--- config.mk ---
export PLATFORM = sky130hd
export DESIGN_NAME = cic_multistage_decimator_core
export DESIGN_NICKNAME = d
export VERILOG_FILES = /design/src/rtl/cicd_pkg.sv /design/src/rtl/cic_multistage_decimator_core.sv /design/src/rtl/cicd_integ_stage.sv /design/src/rtl/cicd_comb_stage.sv
export SDC_FILE = /design/constraint.sdc
export NUM_CORES = 2
export LEC_CHECK = 0
export ABC_AREA = 1
export ABC_CLOCK_PERIOD_IN_PS = 7010
export BUFFER_PORTS_ARGS = -buffer_cell sky130_fd_sc_hd__buf_2
export CAP_MARGIN = 20
export CORE_MARGIN = 2
export CORE_UTILIZATION = 45
export DETAILED_ROUTE_END_ITERATION = 6
export PLACE_DENSITY_LB_ADDON = 0.12
export SETUP_SLACK_MARGIN = 0.5
export SYNTH_ARGS = -nofsm -noshare
export SYNTH_HDL_FRONTEND = slang
export SYNTH_SLANG_ARGS = --single-unit
--- constraint.sdc ---
create_clock -name clk -period 7.01 [get_ports clk]
set_input_delay 1.0515 -clock clk [delete_from_list [all_inputs] [get_ports clk]]
set_output_delay 1.0515 -clock clk [all_outputs]
set_load 0.05 [all_outputs]
--- src/rtl/cicd_pkg.sv ---
// Shared constants, register codes and stage control type for the CIC decimator.
package cicd_pkg;

  // Default sizing of the stage pipeline
  localparam int MAX_STAGES_DEF = 6;
  localparam int MAX_DELAY_DEF  = 2;

  // Field and register widths
  localparam int DATA_W     = 32;
  localparam int DECIM_W    = 16;
  localparam int STAGES_W   = 3;
  localparam int DELAY_W    = 2;
  localparam int CFG_IDX_W  = 2;
  localparam int CFG_DATA_W = 16;

  // Register reset values
  localparam logic [DECIM_W-1:0]  DECIM_RST  = 16'd8;
  localparam logic [STAGES_W-1:0] STAGES_RST = 3'd3;
  localparam logic [DELAY_W-1:0]  DELAY_RST  = 2'd1;

  // Configuration register indexes
  typedef enum logic [CFG_IDX_W-1:0] {
    CFG_DECIM  = 2'd0,
    CFG_STAGES = 2'd1,
    CFG_DELAY  = 2'd2
  } cfg_reg_t;

  // Per-stage control: take loads the stage, active enables its arithmetic
  typedef struct packed {
    logic take;
    logic active;
  } stage_ctl_t;

endpackage

--- src/rtl/cic_multistage_decimator_core.sv ---
// CIC decimator top level: integrator pipeline, decimation stage, comb pipeline.
// Registers from an accepted sample to out_tvalid:
// one register per integrator, one for the decimation phase, one per comb, one output.
// One sample per cycle unless the output stalls; one adder or subtractor per stage.
// Non-decimated beats drop at the phase stage; a stall fills combs, then integrators.
// Reset (rst_n low, synchronous) clears accumulators, delay lines, phase and registers.
module cic_multistage_decimator_core #(
  parameter int MAX_STAGES = cicd_pkg::MAX_STAGES_DEF,
  parameter int MAX_DELAY  = cicd_pkg::MAX_DELAY_DEF
) (
  input  logic                            clk,
  input  logic                            rst_n,
  // input stream; tdata: [31:0] sample
  input  logic                            in_tvalid,
  output logic                            in_tready,
  input  logic [cicd_pkg::DATA_W-1:0]     in_tdata,
  // result stream; tdata: [31:0] filtered
  output logic                            out_tvalid,
  input  logic                            out_tready,
  output logic [cicd_pkg::DATA_W-1:0]     out_tdata,
  // configuration writes
  input  logic                            cfg_valid,
  output logic                            cfg_ready,
  input  logic [cicd_pkg::CFG_IDX_W-1:0]  cfg_index,
  input  logic [cicd_pkg::CFG_DATA_W-1:0] cfg_data
);

  localparam int DSEL_W = (MAX_DELAY > 1) ? $clog2(MAX_DELAY) : 1;

  logic [cicd_pkg::DECIM_W-1:0]  decim_r;
  logic [cicd_pkg::STAGES_W-1:0] stages_r;
  logic [cicd_pkg::DELAY_W-1:0]  delay_r;

  // configuration registers
  assign cfg_ready = 1'b1;

  always_ff @(posedge clk) begin
    if (!rst_n) begin
      decim_r  <= cicd_pkg::DECIM_RST;
      stages_r <= cicd_pkg::STAGES_RST;
      delay_r  <= cicd_pkg::DELAY_RST;
    end else if (cfg_valid) begin
      unique case (cicd_pkg::cfg_reg_t'(cfg_index))
        cicd_pkg::CFG_DECIM:  decim_r  <= cfg_data[cicd_pkg::DECIM_W-1:0];
        cicd_pkg::CFG_STAGES: stages_r <= cfg_data[cicd_pkg::STAGES_W-1:0];
        cicd_pkg::CFG_DELAY:  delay_r  <= cfg_data[cicd_pkg::DELAY_W-1:0];
        default: ;
      endcase
    end
  end

  // comb tap select: R clamped to 1..MAX_DELAY, minus one
  logic [DSEL_W-1:0] dly_sel;
  always_comb begin
    priority if (delay_r == '0) begin
      dly_sel = '0;
    end else if (int'(delay_r) > MAX_DELAY) begin
      dly_sel = DSEL_W'(MAX_DELAY - 1);
    end else begin
      dly_sel = DSEL_W'(int'(delay_r) - 1);
    end
  end

  // token chains; index 0 is the stage's feed
  logic [MAX_STAGES:0]           ivld;
  logic [cicd_pkg::DATA_W-1:0]   idat [MAX_STAGES+1];
  logic [MAX_STAGES:0]           cvld;
  logic [cicd_pkg::DATA_W-1:0]   cdat [MAX_STAGES+1];
  logic [MAX_STAGES:0]           i_chain;
  logic [MAX_STAGES:0]           c_chain;
  cicd_pkg::stage_ctl_t          i_ctl [MAX_STAGES];
  cicd_pkg::stage_ctl_t          c_ctl [MAX_STAGES];

  logic                          out_valid_r;
  logic [cicd_pkg::DATA_W-1:0]   out_data_r;
  logic                          out_rdy;
  logic                          dv_r;
  logic [cicd_pkg::DATA_W-1:0]   ddata_r;
  logic                          d_rdy;
  logic [cicd_pkg::DECIM_W-1:0]  phase_r;
  logic [cicd_pkg::DECIM_W:0]    phase_inc;
  logic [cicd_pkg::DECIM_W:0]    m_act;
  logic                          hit;

  assign ivld[0] = in_tvalid;
  assign idat[0] = in_tdata;
  assign cvld[0] = dv_r;
  assign cdat[0] = ddata_r;

  // ready ripples back: a stage loads when empty or when its successor loads
  assign out_rdy             = !out_valid_r || out_tready;
  assign c_chain[MAX_STAGES] = out_rdy;
  assign d_rdy               = !dv_r || c_chain[0];
  assign i_chain[MAX_STAGES] = d_rdy;
  assign in_tready           = i_chain[0];

  for (genvar i = 0; i < MAX_STAGES; i++) begin : g_stage
    assign i_chain[i]     = !ivld[i+1] || i_chain[i+1];
    assign c_chain[i]     = !cvld[i+1] || c_chain[i+1];
    // stage 0 is always in use; stages at or past the count only pass data
    assign i_ctl[i].take   = i_chain[i];
    assign i_ctl[i].active = (i == 0) || (int'(stages_r) > i);
    assign c_ctl[i].take   = c_chain[i];
    assign c_ctl[i].active = (i == 0) || (int'(stages_r) > i);

    cicd_integ_stage u_integ (
      .clk       (clk),
      .rst_n     (rst_n),
      .ctl       (i_ctl[i]),
      .in_valid  (ivld[i]),
      .in_data   (idat[i]),
      .tok_valid (ivld[i+1]),
      .tok_data  (idat[i+1])
    );

    cicd_comb_stage #(
      .MAX_DELAY (MAX_DELAY),
      .DSEL_W    (DSEL_W)
    ) u_comb (
      .clk       (clk),
      .rst_n     (rst_n),
      .ctl       (c_ctl[i]),
      .dly_sel   (dly_sel),
      .in_valid  (cvld[i]),
      .in_data   (cdat[i]),
      .tok_valid (cvld[i+1]),
      .tok_data  (cdat[i+1])
    );
  end

  // decimation phase; a zero factor acts as one
  assign m_act     = (decim_r == '0) ? (cicd_pkg::DECIM_W+1)'(1) : {1'b0, decim_r};
  assign phase_inc = {1'b0, phase_r} + (cicd_pkg::DECIM_W+1)'(1);
  assign hit       = phase_inc >= m_act;

  always_ff @(posedge clk) begin
    if (!rst_n) begin
      dv_r    <= 1'b0;
      phase_r <= '0;
    end else if (d_rdy) begin
      dv_r <= ivld[MAX_STAGES] && hit;
      if (ivld[MAX_STAGES]) begin
        phase_r <= hit ? '0 : phase_inc[cicd_pkg::DECIM_W-1:0];
      end
    end
  end

  always_ff @(posedge clk) begin
    if (d_rdy && ivld[MAX_STAGES]) begin
      ddata_r <= idat[MAX_STAGES];
    end
  end

  // output register
  always_ff @(posedge clk) begin
    if (!rst_n) begin
      out_valid_r <= 1'b0;
    end else if (out_rdy) begin
      out_valid_r <= cvld[MAX_STAGES];
    end
  end

  always_ff @(posedge clk) begin
    if (out_rdy && cvld[MAX_STAGES]) begin
      out_data_r <= cdat[MAX_STAGES];
    end
  end

  assign out_tvalid = out_valid_r;
  assign out_tdata  = out_data_r;

endmodule

--- src/rtl/cicd_integ_stage.sv ---
// One integrator stage: a wrapping accumulator with a token register behind it.
module cicd_integ_stage (
  input  logic                      clk,
  input  logic                      rst_n,
  input  cicd_pkg::stage_ctl_t      ctl,
  input  logic                      in_valid,
  input  logic [cicd_pkg::DATA_W-1:0] in_data,
  output logic                      tok_valid,
  output logic [cicd_pkg::DATA_W-1:0] tok_data
);

  logic                        valid_r;
  logic [cicd_pkg::DATA_W-1:0] acc_r;
  logic [cicd_pkg::DATA_W-1:0] data_r;
  logic [cicd_pkg::DATA_W-1:0] sum;

  assign sum = acc_r + in_data;

  // accumulator and token valid
  always_ff @(posedge clk) begin
    if (!rst_n) begin
      valid_r <= 1'b0;
      acc_r   <= '0;
    end else if (ctl.take) begin
      valid_r <= in_valid;
      if (in_valid && ctl.active) begin
        acc_r <= sum;
      end
    end
  end

  // inactive stages pass the value on untouched
  always_ff @(posedge clk) begin
    if (ctl.take && in_valid) begin
      data_r <= ctl.active ? sum : in_data;
    end
  end

  assign tok_valid = valid_r;
  assign tok_data  = data_r;

endmodule

--- src/rtl/cicd_comb_stage.sv ---
// One comb stage: subtracts the value from R decimated beats back from its input.
module cicd_comb_stage #(
  parameter int MAX_DELAY = cicd_pkg::MAX_DELAY_DEF,
  parameter int DSEL_W    = (MAX_DELAY > 1) ? $clog2(MAX_DELAY) : 1
) (
  input  logic                        clk,
  input  logic                        rst_n,
  input  cicd_pkg::stage_ctl_t        ctl,
  input  logic [DSEL_W-1:0]           dly_sel,
  input  logic                        in_valid,
  input  logic [cicd_pkg::DATA_W-1:0] in_data,
  output logic                        tok_valid,
  output logic [cicd_pkg::DATA_W-1:0] tok_data
);

  logic                        valid_r;
  logic [cicd_pkg::DATA_W-1:0] dline_r [MAX_DELAY];
  logic [cicd_pkg::DATA_W-1:0] data_r;
  logic [cicd_pkg::DATA_W-1:0] diff;

  assign diff = in_data - dline_r[dly_sel];

  // delay line shifts its full length on each beat into an active stage
  always_ff @(posedge clk) begin
    if (!rst_n) begin
      valid_r <= 1'b0;
      for (int k = 0; k < MAX_DELAY; k++) begin
        dline_r[k] <= '0;
      end
    end else if (ctl.take) begin
      valid_r <= in_valid;
      if (in_valid && ctl.active) begin
        for (int k = MAX_DELAY - 1; k > 0; k--) begin
          dline_r[k] <= dline_r[k-1];
        end
        dline_r[0] <= in_data;
      end
    end
  end

  always_ff @(posedge clk) begin
    if (ctl.take && in_valid) begin
      data_r <= ctl.active ? diff : in_data;
    end
  end

  assign tok_valid = valid_r;
  assign tok_data  = data_r;

endmodule

; Yosys cells after proc, flatten, opt, wreduce, memory -nomap -nowiden
; Memory sizes are Yosys's and may differ from the RTL's.
; Cells that the tools add are included.
[word_totals]
n_memories = 6
reg_bits = 691
ramBits = 384
input_bits = 55
out_inout_bits = 35
word_cells = 196
[mem_list]
columns = name, depth, word_bits, read_ports, rd_clocked_by_memory_dff, write_ports, line_no
row1 = g_stage[0].u_comb.dline_r, 2, 32, 2, 0, 2, cicd_comb_stage.sv:17  ; logic [cicd_pkg::DATA_W-1:0] dline_r [MAX_DELAY];
row2 = g_stage[1].u_comb.dline_r, 2, 32, 2, 0, 2, cicd_comb_stage.sv:17
row3 = g_stage[2].u_comb.dline_r, 2, 32, 2, 0, 2, cicd_comb_stage.sv:17
row4 = g_stage[3].u_comb.dline_r, 2, 32, 2, 0, 2, cicd_comb_stage.sv:17
row5 = g_stage[4].u_comb.dline_r, 2, 32, 2, 0, 2, cicd_comb_stage.sv:17
row6 = g_stage[5].u_comb.dline_r, 2, 32, 2, 0, 2, cicd_comb_stage.sv:17
[op_classes]
add_sub_neg = 14
bitwise_logic = 12
n_lt_le_gt_ge = 7
reduce_logical = 66
mux = 51
eq_ne = 2
[op_table]
columns = operator, count
row1 = $mux W32, 22
row2 = $add A32 B32 Y32, 6
row3 = $sub A32 B32 Y32, 6
row4 = $mux W16, 2
row5 = $mux W1, 27
row6 = $logic_and A1 B1 Y1, 25
row7 = $reduce_and A2 Y1, 10
row8 = $add A16 B1 Y17 const B, 1
row9 = $ge A17 B16 Y1, 1
row10 = $logic_not A16 Y1, 1
row11 = $logic_not A1 Y1, 14
row12 = $logic_or A1 B1 Y1, 14
row13 = $or A1 B1 Y1, 12
row14 = $gt A3 B2 Y1 const B, 2
row15 = $gt A3 B3 Y1 const B, 2
row16 = $logic_not A2 Y1, 2
row17 = $gt A3 B1 Y1 const B, 1
row18 = $eq A2 B1 Y1 const B, 1
row19 = $eq A2 B2 Y1 const B, 1
row20 = $gt A2 B2 Y1 const B, 1
row21 = $sub A1 B1 Y1 const B, 1

; Logic depth before layout (Yosys ltp)
[logic_depth]
ltp_word = 16
ltp_mapped = 20
depth_no_buf = 19

; Hierarchy
; From an unflattened synthesis, not the netlist that was laid out.
[unflattened]
cells_unflattened = 10585
area_unflattened_um2 = 73963.4
[modules_own_cells]
columns = module, cells_per_inst, instances, area_each_um2, seq_area_each_um2
row1 = cicd_comb_stage at g_stage[1].u_comb ..., 904, 4, 6548.8, 2902.8
row2 = cicd_integ_stage at g_stage[0].u_integ ..., 788, 4, 5023.6, 1621.6
row3 = cicd_integ_stage at g_stage[4].u_integ ..., 791, 2, 5058.6, 1621.6
row4 = cicd_comb_stage at g_stage[0].u_comb, 892, 1, 6558.8, 2902.8
row5 = cicd_comb_stage at g_stage[5].u_comb, 903, 1, 6551.3, 2902.8
row6 = cic_multistage_decimator_core, 440, 1, 4446.8, 2682.6

; Worst setup path before layout
; No wires, ideal clock.
[synth_timing]
path_kind = input to register
from = input port out_tready
to = memory g_stage[1].u_comb.dline_r[0][0] (netlist name) (enable)
t_arrival_ns = 5.869
setup_time_ns = 0.574
t_required_ns = 6.436
n_path_buf = 0
path_slack_ns = 0.567
cell_stages = 6
path_cell_list = inv_2 -> nand3_2 -> nor2_4 -> nand4_4 -> nand2_1 -> o21ai_0
[synth_rtl]
columns = item, line_no
row1 = from (decl), cic_multistage_decimator_core.sv:19  ; input logic out_tready,
row2 = to (decl), cicd_comb_stage.sv:17

; Final worst setup path
[layout_timing]
from = register delay_r[1] (netlist name)
to = register g_stage[3].u_comb.data_r (netlist bit g_stage[3].u_comb.tok_data[30]), data pin
[layout_between]
elab_chain_cells = 6
elab_cells_between_ends = 7
classes_between = add/sub (1) / order compare (1) / mux (3) / reduce/logical (1) / memory (1)
[layout_rtl]
columns = item, line_no
row1 = from (decl), cic_multistage_decimator_core.sv:32  ; logic [cicd_pkg::DELAY_W-1:0] delay_r;
row2 = from (signal assigned), cic_multistage_decimator_core.sv:41  ; delay_r <= cicd_pkg::DELAY_RST;
row3 = from (signal assigned), cic_multistage_decimator_core.sv:46  ; cicd_pkg::CFG_DELAY: delay_r <= cfg_data[cicd_pkg::DELAY_W-1:0];
row4 = $gt A2 B2 Y1, cic_multistage_decimator_core.sv:57  ; end else if (int'(delay_r) > MAX_DELAY) begin
row5 = $mux W1, cic_multistage_decimator_core.sv:57
row6 = $mux W1 (*), cic_multistage_decimator_core.sv:55  ; priority if (delay_r == '0) begin
row7 = $mem_v2 Z2 W32 (*), n/a
row8 = $sub A32 B32 Y32 (*), cicd_comb_stage.sv:21  ; assign diff = in_data - dline_r[dly_sel];
row9 = $mux W32 (*), cicd_comb_stage.sv:43  ; data_r <= ctl.active ? diff : in_data;
row10 = to (signal assigned), cicd_comb_stage.sv:43
row11 = to (decl), cicd_comb_stage.sv:18  ; logic [cicd_pkg::DATA_W-1:0] data_r;
; Every way passes the cells marked *; elsewhere a longest branch is shown, timed or not.
; A chain may end at the register's enable or synchronous reset.

==> impl_results.md <==
* Status: finished clean
* Final hold viol count at 0
* DP Wirelength at 139300 um
* Maximum vdd drop at 0.2201 mV
* Total grt overflow at 0
* Syn Std Cell Area at 64890 um2
* Crit end category: flip-flop
* CP Launch Point: delay_r[1]
* DRT iter0 DRCs at 3912
* Share of layout cells above drive strength 1 at 5.255%
* Storage cell area at 29840 um2
* Commonest non-fill, non-tap cell in the layout: nand2_1
* Top cell type by total area after synthesis: edfxtp_1
* Tot GR Track Use at 24.81%
* Setup WS post-layout at 2.875 ns
* R2r startpoint: delay_r[1]
* Syn_nets at 8538
* Core Region at 143300 um2
* Area of the multi-input gates at 30660 um2
* Worst skew pair latency at 0.75 ns
* Cell Rows at 139
* Htree depth at 3
* Crit Path Max Fanout at 70
* Sink Count at 1074
* Place WS at 2.900 ns
* Hold depth at 0
* Global-route wire length before repair at 288200 um
* Setup Crit Path Kind: flip-flop to flip-flop
* Total power at 16110 uW
* Number of antenna violations at the first check in global routing at 1
* Crit path required time at 7.49 ns
* Fin nets at 8574
* Ys async rst share at 0%
* Max Root-Sink Buffers at 3
* Largest net degree at the start of global routing at 103
* Root Buffer: clkbuf_16
* Final setup violation count at 0
* Clk slew on worst S/H paths at 0.06 ns
* Avg Inst Size Synth at 8.029 um2
* Netlist cell types at 56
* Crit start category: flip-flop
* Most area-consuming cells after synthesis: edfxtp_1 (39%), nand2_1 (9.9%), ha_1 (7.5%), dfxtp_1 (7.5%), nor2_1 (7.1%)
* I/O Buffers at 88
* Routability Congestion at 0.9272
* Top cell type's share of synthesized area at 38.50%
* Fill count at 14011
* Unrepaired setup endpoints after global routing: false
* Starting Density at 45.28%
* Setup TNS at 0 ns
* First-pass detailed-route iteration total at 6
* Slew Viols, Final at 0
* CTS hold repair buffers at 0
* Final period utilization at 58.99%
* WL/cell at 18.29 um
* Max cap viols at 0
* Slew @ Worst Pin at 1.068 ns
* Tmin final at 4.135 ns
* PwrDens at 225.7 nW/um2
* Synth Flop Type: edfxtp_1
* Vias/cell at 5.286
* Slew HR at 28.83%
* Reg2Reg Depth at 15
* DRC at 0
* Die Wd at 383.7 um
* Total die area at 147200 um2
* Data arrival, critical path at 4.61 ns
* Final hold slack at 0.4052 ns
* Die height at 383.7 um
* Vias at 53516
* Setup Buffers After CTS at 0
* Pleak at 0.03109 uW
* Vias in the first global route at 50477
* Total clock buffers created by CTS at 120
* Num ports at 90
* Routed Antenna Nets at 0
* Number of synthesized flops with an enable pin at 832
* Min-Delay Path Class: flip-flop to flip-flop
* Inserted Diodes at 0
* Area delta synth->final at 10.00%
* Total Wirelength at 185200 um
* Synth Register Bits at 1074
* YS warnings at 0
* F_max at 241.8 MHz
* CTS resizes at 0
* Hold Crit Start: g_stage[5].u_integ.tok_data[18]
* Final Skew at 0.03974 ns
* Seq/Total Area, Yosys at 45.97%
* Commonest cells after routing, fill and taps aside: nand2_1 (1703), nor2_1 (1214), inv_1 (937)
* Post-synthesis cell count at 8082
* CTS tree: built
[stage by stage]
step	instances	utilization (%)	cell area, um2
5_1_grt	10124	49.81	71380
3_5_place_dp	9899	46.98	67320
6_report	10124	49.81	71380
2_1_floorplan	8082	-	64890
3_3_place_gp	9898	46.96	67290
4_1_cts	10124	49.81	71380
[worst max-delay path: stages, from the launching register on]
cell	delay [ns]
dfxtp_4	0.88
buf_4	0.61
o21ai_0	0.27
fa_1	0.41
inv_1	0.10
nand3_1	0.07
nand2_1	0.14
a21oi_1	0.13
o21ai_0	0.44
nand2_1	0.13
nand2_1	0.25
nand3_1	0.14
nand2_1	0.08
nand2_1	0.05
nand3_1	0.06
o21ai_0	0.08
[path summary, 6_finish.rpt]
kind / endpoint / slack [ns]
min: ddata_r[18] / 0.41
max reg2reg: g_stage[3].u_comb.tok_data[30] / 2.87
min reg2reg: ddata_r[18] / 0.41
max: g_stage[3].u_comb.tok_data[30] / 2.87
[synthesized netlist by cell type, drive strengths merged (3+ instances only)]
master,count
buf,50
nand2,1717
nor3,94
ha,389
o211ai,24
o21ai,586
nor4,24
nor2,1224
or2,35
nand3b,45
clkbuf,178
o22ai,5
and3,8
a211oi,11
o21bai,36
a21boi,22
a21oi,822
o211a,3
nand4,67
xor2,150
o21a,35
edfxtp,832
o2111ai,7
a21o,47
fa,12
xnor2,86
a31oi,44
dfxtp,242
inv,948
nand3,329
[layer usage]
| metal | global-route usage, % | share of wire [%] | up-vias |
|---|---|---|---|
| li1 | - | - | 27148 |
| met1 | 34.02 | 46 | 24961 |
| met2 | 41.38 | 47 | 1152 |
| met3 | 2.622 | 4.2 | 253 |
| met4 | 7.306 | 3.0 | 2 |
| met5 | 0 | 0.0070 | - |
[where the power goes]
part	internal (uW)	switching, uW	leakage [uW]
logic	746	1600	0.0191
clock network	3780	2730	0.00196
registers	7130	131	0.0100
[cell type report]
type | count | area share (%)
multi-input cells | 5832 | 42.96
repair buffers | 142 | 1.239
well taps | 1903 | 3.336
flip-flops and latches | 1074 | 41.80
clock inverters | 79 | 1.194
inverters | 948 | 4.985
clock buffers | 146 | 4.488
[flip-flops by register name, summed over array words and instances, names as in the netlist]
name	count
g_stage.u_comb.dline_r	384
g_stage.u_comb.tok_data	192
g_stage.u_integ.acc_r	192
g_stage.u_integ.tok_data	192
ddata_r	32
out_tdata	32
decim_r	16
phase_r	16
g_stage.u_comb.tok_valid	6
g_stage.u_integ.tok_valid	6
stages_r	3
delay_r	1
dv_r	1
out_tvalid	1
[cell families after synthesis]
| group | share of synthesized area [%] |
|---|---|
| other cells | 0.005779 |
| mux | 0.03085 |
| compound gates | 13.63 |
| xor+xnor | 3.185 |
| buf+inv | 6.984 |
| flops | 45.97 |
| fa+ha+maj | 7.871 |
| simple gates | 22.32 |
No activity file was read; power rests on OpenSTA's default activity.
